==> config.mk <==
export PLATFORM = sky130hd
export DESIGN_NAME = pointer_click_drag_classifier_unit
export DESIGN_NICKNAME = d
export VERILOG_FILES = /design/src/sv/pcdc_pkg.sv /design/src/sv/pcdc_far_check.sv /design/src/sv/pcdc_tracker.sv /design/src/sv/pointer_click_drag_classifier_unit.sv
export SDC_FILE = /design/constraint.sdc
export NUM_CORES = 2
export LEC_CHECK = 0
export ABC_AREA = 0
export BUFFER_PORTS_ARGS = -buffer_cell sky130_fd_sc_hd__buf_4
export CAP_MARGIN = 20
export CORE_ASPECT_RATIO = 1.5
export CORE_UTILIZATION = 35
export CTS_BUF_LIST = sky130_fd_sc_hd__clkbuf_8
export DETAILED_ROUTE_END_ITERATION = 8
export GPL_TIMING_DRIVEN = 0
export SYNTH_ARGS = -nofsm -noshare
export SYNTH_HDL_FRONTEND = slang
export SYNTH_SLANG_ARGS = --single-unit
==> constraint.sdc <==
create_clock -name clk -period 14.8 [get_ports clk]
set_clock_uncertainty 0.05 [all_clocks]
set_input_delay 4.44 -clock clk [delete_from_list [all_inputs] [get_ports clk]]
set_output_delay 4.44 -clock clk [all_outputs]
set_load 0.02 [all_outputs]
==> src/sv/pcdc_pkg.sv <==
// ---------------------------------------------------------------------------
// pcdc_pkg
// Shared types and codes for the pointer click/drag classifier: payload
// structs, button phase encoding, event and status codes.
// ---------------------------------------------------------------------------
package pcdc_pkg;

    localparam int CODE_W       = 29;
    localparam int POS_W        = 16;
    localparam int STAMP_W      = 32;
    localparam int THRESH_W     = 8;
    localparam int THRESH_SQ_W  = 2 * THRESH_W;
    localparam int BUTTONS_DEF  = 5;

    localparam logic [THRESH_W-1:0] THRESH_RESET = 8'd15;

    // Input event kinds
    localparam logic [1:0] KIND_KEY     = 2'd0;
    localparam logic [1:0] KIND_PRESS   = 2'd1;
    localparam logic [1:0] KIND_RELEASE = 2'd2;
    localparam logic [1:0] KIND_MOTION  = 2'd3;

    // Result status codes
    localparam logic [1:0] ST_EVENT    = 2'd0;
    localparam logic [1:0] ST_CONSUMED = 2'd1;
    localparam logic [1:0] ST_IGNORED  = 2'd2;

    // Produced event kinds
    localparam logic [2:0] EV_KEY         = 3'd0;
    localparam logic [2:0] EV_CLICK       = 3'd1;
    localparam logic [2:0] EV_DRAG_START  = 3'd2;
    localparam logic [2:0] EV_DRAG_UPDATE = 3'd3;
    localparam logic [2:0] EV_DRAG_END    = 3'd4;

    typedef enum logic [1:0] {
        PH_IDLE     = 2'd0,
        PH_PRESSED  = 2'd1,
        PH_DRAGGING = 2'd2
    } phase_t;

    typedef struct packed {
        logic [1:0]             kind;
        logic [CODE_W-1:0]      code;
        logic signed [POS_W-1:0] pos_x;
        logic signed [POS_W-1:0] pos_y;
        logic [STAMP_W-1:0]     stamp;
    } in_item_t;

    typedef struct packed {
        logic [1:0]             status;
        logic [2:0]             event_kind;
        logic [CODE_W-1:0]      out_code;
        logic signed [POS_W-1:0] end_x;
        logic signed [POS_W-1:0] end_y;
        logic signed [POS_W-1:0] origin_x;
        logic signed [POS_W-1:0] origin_y;
        logic [STAMP_W-1:0]     out_stamp;
        logic                   click_count;
    } out_item_t;

endpackage

==> src/sv/pcdc_far_check.sv <==
// ---------------------------------------------------------------------------
// pcdc_far_check
// Squared-distance test between two points against a squared threshold.
// Full precision: 17-bit differences, 33-bit sum of squares.
// ---------------------------------------------------------------------------
module pcdc_far_check
    import pcdc_pkg::*;
(
    input  logic signed [POS_W-1:0]  ax,
    input  logic signed [POS_W-1:0]  ay,
    input  logic signed [POS_W-1:0]  bx,
    input  logic signed [POS_W-1:0]  by,
    input  logic [THRESH_SQ_W-1:0]   thresh_sq,
    output logic                     far
);

    logic signed [POS_W:0]     dx;
    logic signed [POS_W:0]     dy;
    logic signed [2*POS_W+1:0] dx_sq;
    logic signed [2*POS_W+1:0] dy_sq;
    logic [2*POS_W:0]          dist_sq;

    // Form differences and their squares
    assign dx    = {ax[POS_W-1], ax} - {bx[POS_W-1], bx};
    assign dy    = {ay[POS_W-1], ay} - {by[POS_W-1], by};
    assign dx_sq = dx * dx;
    assign dy_sq = dy * dy;

    // Sum and compare; each square fits in 32 bits
    assign dist_sq = {1'b0, dx_sq[2*POS_W-1:0]} + {1'b0, dy_sq[2*POS_W-1:0]};
    assign far     = dist_sq > {{(2*POS_W+1-THRESH_SQ_W){1'b0}}, thresh_sq};

endmodule

==> src/sv/pcdc_tracker.sv <==
// ---------------------------------------------------------------------------
// pcdc_tracker
// Per-button phase and anchor state plus the classification logic.
// Result is combinational from the current item; state updates on step.
// ---------------------------------------------------------------------------
module pcdc_tracker
    import pcdc_pkg::*;
#(
    parameter int BUTTONS = BUTTONS_DEF
)
(
    input  logic                   clk,
    input  logic                   rst_n,
    input  logic                   step,
    input  in_item_t               item,
    input  logic [THRESH_SQ_W-1:0] thresh_sq,
    output out_item_t              result
);

    localparam int IDX_W = (BUTTONS > 1) ? $clog2(BUTTONS) : 1;

    phase_t                  phase_reg    [BUTTONS];
    logic signed [POS_W-1:0] anchor_x_reg [BUTTONS];
    logic signed [POS_W-1:0] anchor_y_reg [BUTTONS];

    logic                    drag_found;
    logic                    press_found;
    logic [IDX_W-1:0]        drag_idx;
    logic [IDX_W-1:0]        press_idx;
    logic                    btn_ok;
    logic [CODE_W-1:0]       code_m1;
    logic [IDX_W-1:0]        btn_idx;
    logic [IDX_W-1:0]        sel_idx;
    logic signed [POS_W-1:0] anc_x;
    logic signed [POS_W-1:0] anc_y;
    phase_t                  btn_phase;
    logic                    far;

    logic                    phase_wr;
    phase_t                  phase_val;
    logic                    anchor_wr;

    // Find highest dragging and highest pressed buttons
    always_comb
    begin
        drag_found  = 1'b0;
        press_found = 1'b0;
        drag_idx    = '0;
        press_idx   = '0;
        for (int i = 0; i < BUTTONS; i++)
        begin
            if (phase_reg[i] == PH_DRAGGING)
            begin
                drag_found = 1'b1;
                drag_idx   = IDX_W'(i);
            end
            if (phase_reg[i] == PH_PRESSED)
            begin
                press_found = 1'b1;
                press_idx   = IDX_W'(i);
            end
        end
    end

    // Decode button number; out-of-range maps to entry zero and is never used
    assign btn_ok  = (item.code != '0) && (item.code <= CODE_W'(BUTTONS));
    assign code_m1 = item.code - CODE_W'(1);
    assign btn_idx = btn_ok ? code_m1[IDX_W-1:0] : '0;

    // Select the one button whose anchor matters for this item
    assign sel_idx   = (item.kind == KIND_MOTION) ? (drag_found ? drag_idx : press_idx)
                                                  : btn_idx;
    assign anc_x     = anchor_x_reg[sel_idx];
    assign anc_y     = anchor_y_reg[sel_idx];
    assign btn_phase = phase_reg[btn_idx];

    pcdc_far_check u_far (
        .ax        (anc_x),
        .ay        (anc_y),
        .bx        (item.pos_x),
        .by        (item.pos_y),
        .thresh_sq (thresh_sq),
        .far       (far)
    );

    // Classify the item and decide the state update
    always_comb
    begin
        result    = '0;
        phase_wr  = 1'b0;
        phase_val = PH_IDLE;
        anchor_wr = 1'b0;
        case (item.kind)
            KIND_KEY:
            begin
                result.status      = ST_EVENT;
                result.event_kind  = EV_KEY;
                result.out_code    = item.code;
                result.end_x       = item.pos_x;
                result.end_y       = item.pos_y;
                result.out_stamp   = item.stamp;
                result.click_count = 1'b1;
            end
            KIND_MOTION:
            begin
                if (drag_found)
                begin
                    result.status     = ST_EVENT;
                    result.event_kind = EV_DRAG_UPDATE;
                    result.out_code   = CODE_W'(drag_idx) + CODE_W'(1);
                    result.end_x      = item.pos_x;
                    result.end_y      = item.pos_y;
                    result.origin_x   = anc_x;
                    result.origin_y   = anc_y;
                    result.out_stamp  = item.stamp;
                end
                else if (!press_found)
                begin
                    result.status = ST_IGNORED;
                end
                else if (!far)
                begin
                    result.status = ST_CONSUMED;
                end
                else
                begin
                    phase_wr          = 1'b1;
                    phase_val         = PH_DRAGGING;
                    result.status     = ST_EVENT;
                    result.event_kind = EV_DRAG_START;
                    result.out_code   = CODE_W'(press_idx) + CODE_W'(1);
                    result.end_x      = item.pos_x;
                    result.end_y      = item.pos_y;
                    result.origin_x   = anc_x;
                    result.origin_y   = anc_y;
                    result.out_stamp  = item.stamp;
                end
            end
            KIND_PRESS:
            begin
                if (!btn_ok)
                begin
                    result.status = ST_IGNORED;
                end
                else
                begin
                    result.status = ST_CONSUMED;
                    if (btn_phase == PH_IDLE)
                    begin
                        phase_wr  = 1'b1;
                        phase_val = PH_PRESSED;
                        anchor_wr = 1'b1;
                    end
                end
            end
            KIND_RELEASE:
            begin
                if (!btn_ok)
                begin
                    result.status = ST_IGNORED;
                end
                else
                begin
                    phase_wr  = 1'b1;
                    phase_val = PH_IDLE;
                    case (btn_phase)
                        PH_PRESSED:
                        begin
                            if (far)
                            begin
                                result.status = ST_CONSUMED;
                            end
                            else
                            begin
                                result.status      = ST_EVENT;
                                result.event_kind  = EV_CLICK;
                                result.out_code    = item.code;
                                result.end_x       = item.pos_x;
                                result.end_y       = item.pos_y;
                                result.out_stamp   = item.stamp;
                                result.click_count = 1'b1;
                            end
                        end
                        PH_DRAGGING:
                        begin
                            result.status      = ST_EVENT;
                            result.event_kind  = EV_DRAG_END;
                            result.out_code    = item.code;
                            result.end_x       = item.pos_x;
                            result.end_y       = item.pos_y;
                            result.origin_x    = anc_x;
                            result.origin_y    = anc_y;
                            result.out_stamp   = item.stamp;
                            result.click_count = 1'b1;
                        end
                        default:
                        begin
                            result.status = ST_CONSUMED;
                        end
                    endcase
                end
            end
            default:
            begin
                result.status = ST_IGNORED;
            end
        endcase
    end

    // Advance button phases
    always_ff @(posedge clk or negedge rst_n)
    begin
        if (!rst_n)
        begin
            for (int i = 0; i < BUTTONS; i++)
            begin
                phase_reg[i] <= PH_IDLE;
            end
        end
        else if (step && phase_wr)
        begin
            phase_reg[sel_idx] <= phase_val;
        end
    end

    // Capture the anchor on a press from idle
    always_ff @(posedge clk)
    begin
        if (step && anchor_wr)
        begin
            anchor_x_reg[btn_idx] <= item.pos_x;
            anchor_y_reg[btn_idx] <= item.pos_y;
        end
    end

endmodule

==> src/sv/pointer_click_drag_classifier_unit.sv <==
// ---------------------------------------------------------------------------
// pointer_click_drag_classifier_unit
// Input register, then result register: an item taken at the input waits in the
// input register, and out_valid rises when it moves on into the result register.
// Throughput: one item per cycle while out_stall does not hold the result register,
// set by the single classify-and-distance pass between the two registers.
// Reset: all buttons idle, threshold 15, both stages empty; anchors are
// loaded by presses and carry no reset.
// ---------------------------------------------------------------------------
module pointer_click_drag_classifier_unit
    import pcdc_pkg::*;
#(
    parameter int BUTTONS = BUTTONS_DEF
)
(
    input  logic                clk,
    input  logic                rst_n,
    input  logic                cfg_wr,
    input  logic [THRESH_W-1:0] cfg_data,
    input  logic                in_valid,
    output logic                in_stall,
    input  in_item_t            in_data,
    output logic                out_valid,
    input  logic                out_stall,
    output out_item_t           out_data
);

    logic [THRESH_SQ_W-1:0] thresh_sq_reg;
    logic [THRESH_SQ_W-1:0] thresh_sq_next;
    logic                   s1_valid_reg;
    logic                   s1_valid_next;
    in_item_t               s1_item_reg;
    logic                   out_valid_reg;
    logic                   out_valid_next;
    out_item_t              out_item_reg;
    out_item_t              result;
    logic                   advance;
    logic                   in_take;

    // Hold the threshold squared so the distance pass needs no extra multiply
    assign thresh_sq_next = THRESH_SQ_W'(cfg_data) * THRESH_SQ_W'(cfg_data);

    always_ff @(posedge clk or negedge rst_n)
    begin
        if (!rst_n)
        begin
            thresh_sq_reg <= THRESH_SQ_W'(THRESH_RESET) * THRESH_SQ_W'(THRESH_RESET);
        end
        else if (cfg_wr)
        begin
            thresh_sq_reg <= thresh_sq_next;
        end
    end

    // Transfer control: advance when the result register is free or draining
    assign advance   = s1_valid_reg && (!out_valid_reg || !out_stall);
    assign in_stall  = s1_valid_reg && !advance;
    assign in_take   = in_valid && !in_stall;
    assign out_valid = out_valid_reg;
    assign out_data  = out_item_reg;

    always_comb
    begin
        s1_valid_next = s1_valid_reg;
        if (in_take)
        begin
            s1_valid_next = 1'b1;
        end
        else if (advance)
        begin
            s1_valid_next = 1'b0;
        end

        out_valid_next = out_valid_reg;
        if (advance)
        begin
            out_valid_next = 1'b1;
        end
        else if (out_valid_reg && !out_stall)
        begin
            out_valid_next = 1'b0;
        end
    end

    always_ff @(posedge clk or negedge rst_n)
    begin
        if (!rst_n)
        begin
            s1_valid_reg  <= 1'b0;
            out_valid_reg <= 1'b0;
        end
        else
        begin
            s1_valid_reg  <= s1_valid_next;
            out_valid_reg <= out_valid_next;
        end
    end

    // Load input and result payloads
    always_ff @(posedge clk)
    begin
        if (in_take)
        begin
            s1_item_reg <= in_data;
        end
        if (advance)
        begin
            out_item_reg <= result;
        end
    end

    pcdc_tracker #(
        .BUTTONS (BUTTONS)
    ) u_tracker (
        .clk       (clk),
        .rst_n     (rst_n),
        .step      (advance),
        .item      (s1_item_reg),
        .thresh_sq (thresh_sq_reg),
        .result    (result)
    );

endmodule
==> results.tsv <==
stage	metric	value	unit
place	GP Congestion	0.903	
worst_setup_path	most frequent CP cell	fa_1	
grt	grt ovf	0	
finish	Layout Nets	4949	
worst_hold_path	worst hold path type	reg -> reg	
grt	met1 Resource Use GR	20.2	%
outcome	status	finished, violations left	
job	number of max-cap violations	0	
worst_setup_path	Critical Path Fanout Max	10	
yosys	Synth area leaders	edfxtp_1, fa_1, ha_1	
floorplanning	Rows	149	
route	drt total wl	106000	um
clock_network	H-tree depth reported by CTS	2	
yosys	most frequent cells after synthesis	inv_1, fa_1, edfxtp_1	
finish	P&R area growth vs syn	16.4	%
yosys	total number of yosys warnings	0	
yosys	Synthesized Nets	4599	
clock_network	Longest Clk Path Bufs	3	
yosys	Syn Std Cell Area	39100	um2
floorplanning	die extent in y	411	um
yosys	Syn Inst Count	3676	
route	Iteration-0 DRC Markers	1258	
sta	final cycle utilization of the critical path	96.9	%
grt	vias in the first global route	29700	
worst_setup_path	Critical Path End Type	register	
place	port bufs	237	
grt	GRT Max-Usage Layer	met2	
yosys	#FFs+latches synth	413	
worst_setup_path	Crit Path Category	reg -> reg	
yosys	commonest register cell after synthesis	edfxtp_1	
route	DRC violations left	45	
outcome	failing checks	design-rule violations	
clock_network	hold buffers post-CTS	0	
place	HPWL Detailed	86100	um
route	DRT antenna net count	0	
worst_setup_path	startpoint types	register	
worst_setup_path	required time worst endpoint	15.15	ns
worst_setup_path	CP max stage delay	0.57	ns
clock_network	TritonCTS clock tree	yes	
grt	GRT met3 Usage	2.32	%
worst_setup_path	CP max-delay cell	or4_4	
grt	initial antenna violation count	3	
floorplanning	DIE WIDTH	275	um
route	DR WL/cell	19.3	um
yosys	Synth top area share	29.7	%
sta	Least-Margin Pin Slew	1.23	ns
floorplanning	# IOs	241	
clock_network	CTS buffer count	58	
sta	fmax	69.7	MHz
sta	Final Max Tran Viols	0	
yosys	area leader, netlist	edfxtp_1	
sta	Setup violations, final	0	
sta	Hold Vio Cnt, Final	0	
grt	largest net degree at the start of global routing	70	
grt	met2 Use GR	36.5	%
yosys	sequential area share after synthesis	31.4	%
sta	WHS	0.438	ns
clock_network	Clk Latency, worst-skew pair	0.73	ns
yosys	Post-synth EDFFs	386	
clock_network	clock sink total	413	
place	Inst Count DP	5370	
yosys	asr flop ratio synth	6.54	%
route	Initial DRT Pass Iterations	7	
worst_setup_path	Worst EP arrival	14.70	ns
yosys	syn avg cell area	10.6	um2
route	via/cell ratio	4.97	
finish	layout cells sized above 1	16.0	%
finish	number of flip-flops in the largest register	131	
clock_network	CTS Root Cell	clkbuf_8	
floorplanning	Die ar.	113000	um2
grt	first-pass GRT wire length	166000	um
sta	Slew headroom	17.1	%
yosys	most common cell in the netlist	inv_1	
finish	FILL cells	10700	
grt	GR Util All Layers	19.2	%
floorplanning	starting density of the core	35.4	%
clock_network	Clock transition at path regs	0.07	ns
floorplanning	Core Region	110000	um2
yosys	count of cell types in the netlist	87	
sta	Tmin final	14.35	ns
finish	Cell Count, Final, Fillers Out	5506	
route	vias	27300	
[placed cells by master, fill, tap and decap left out, drive strengths merged, types with 11 or more instances in the layout]
cell type / n
a211oi: 14
o21a: 14
nand3: 28
o21bai: 23
nand4: 11
ha: 273
mux2: 38
and3: 15
nor2b: 50
o22ai: 65
a31oi: 14
o21ai: 88
and2: 57
nor2: 264
fa: 542
edfxtp: 386
a21o: 33
buf: 334
dfrtp: 23
xnor2: 113
clkinv: 29
xor2: 32
a21boi: 43
nand2b: 32
inv: 794
nor4: 12
a21oi: 163
nand2: 247
clkbuf: 131
or3: 11
nor3: 36
[timing repair]
action | in CTS | in global routing
setup endpoints to repair | 139 | 139
setup buffers | 11 | 27
gates resized for setup | 172 | 134
pin swaps | 8 | 37
[through the flow]
stage	instance area, um2	utilization [%]	worst slack [ns]	setup TNS (ns)
final	45500	41.2	0.451	0
after global routing	45500	41.2	-0.0770	-1.07
after CTS	44800	40.6	0.0121	0
after detailed placement	42900	38.9	-3.86	-490.15
after global placement	42600	38.6	-4.53	-687.59
after floorplan	39100	-	0.774	0
[final cells by class]
cell class                 count  area [um2]  area share, %
tap                         1434        1790           3.95
clock inverter                46         383          0.842
antenna                        1        2.50        0.00550
multi-input combinational   2357       24200           53.2
inverter                     789        2990           6.57
buffer                       108         682           1.50
clock buffer                  59         812           1.79
timing repair buffer         299        2360           5.19
sequential                   413       12300           27.0
[critical path, delay by kind of cell (launching register included)]
family | cells | cell delay, ns
compound gates | 19 | 4.47
xor+xnor | 1 | 0.46
fa+ha+maj | 10 | 4.23
buf+inv | 12 | 1.51
flops | 1 | 0.37
mux | 1 | 0.28
simple gates | 11 | 2.62
[cell families after synthesis]
logic type	share of synthesized area, %
AND/OR/NAND/NOR	9.71
adder cells (fa/ha/maj)	36.5
buffers and inverters	8.88
flip-flops	31.4
AO/OA/AOI/OAI	8.89
multiplexers	1.33
XOR/XNOR	3.25
[worst paths after layout]
kind	start	end	slack, ns	cells past startpoint
worst max-delay path	s1_item_reg[75]$_DFFE_PP_	out_data[87]$_SDFFCE_PN0P_	0.45	54
min in group asynchronous	rst_n	thresh_sq_reg[2]$_DFFE_PN0P_	3.63	1
worst min register to register	s1_valid_reg$_DFFE_PN0P_	out_valid$_DFFE_PN0P_	0.44	1
max in group asynchronous	rst_n	u_tracker.phase_reg[2]$_DFFE_PN0P_	10.68	1
worst max register to register	s1_item_reg[75]$_DFFE_PP_	out_data[87]$_SDFFCE_PN0P_	0.45	54
worst min-delay path	s1_valid_reg$_DFFE_PN0P_	out_valid$_DFFE_PN0P_	0.44	1
[layer usage]
layer,routed length [um],vias to the layer above
met5,10,-
met4,6340,2
met2,57500,769
li1,-,12600
met1,37600,13700
met3,5010,242
Power is not shown: default switching activity piles up to over one toggle a cycle in this logic, so the estimate is an artifact.
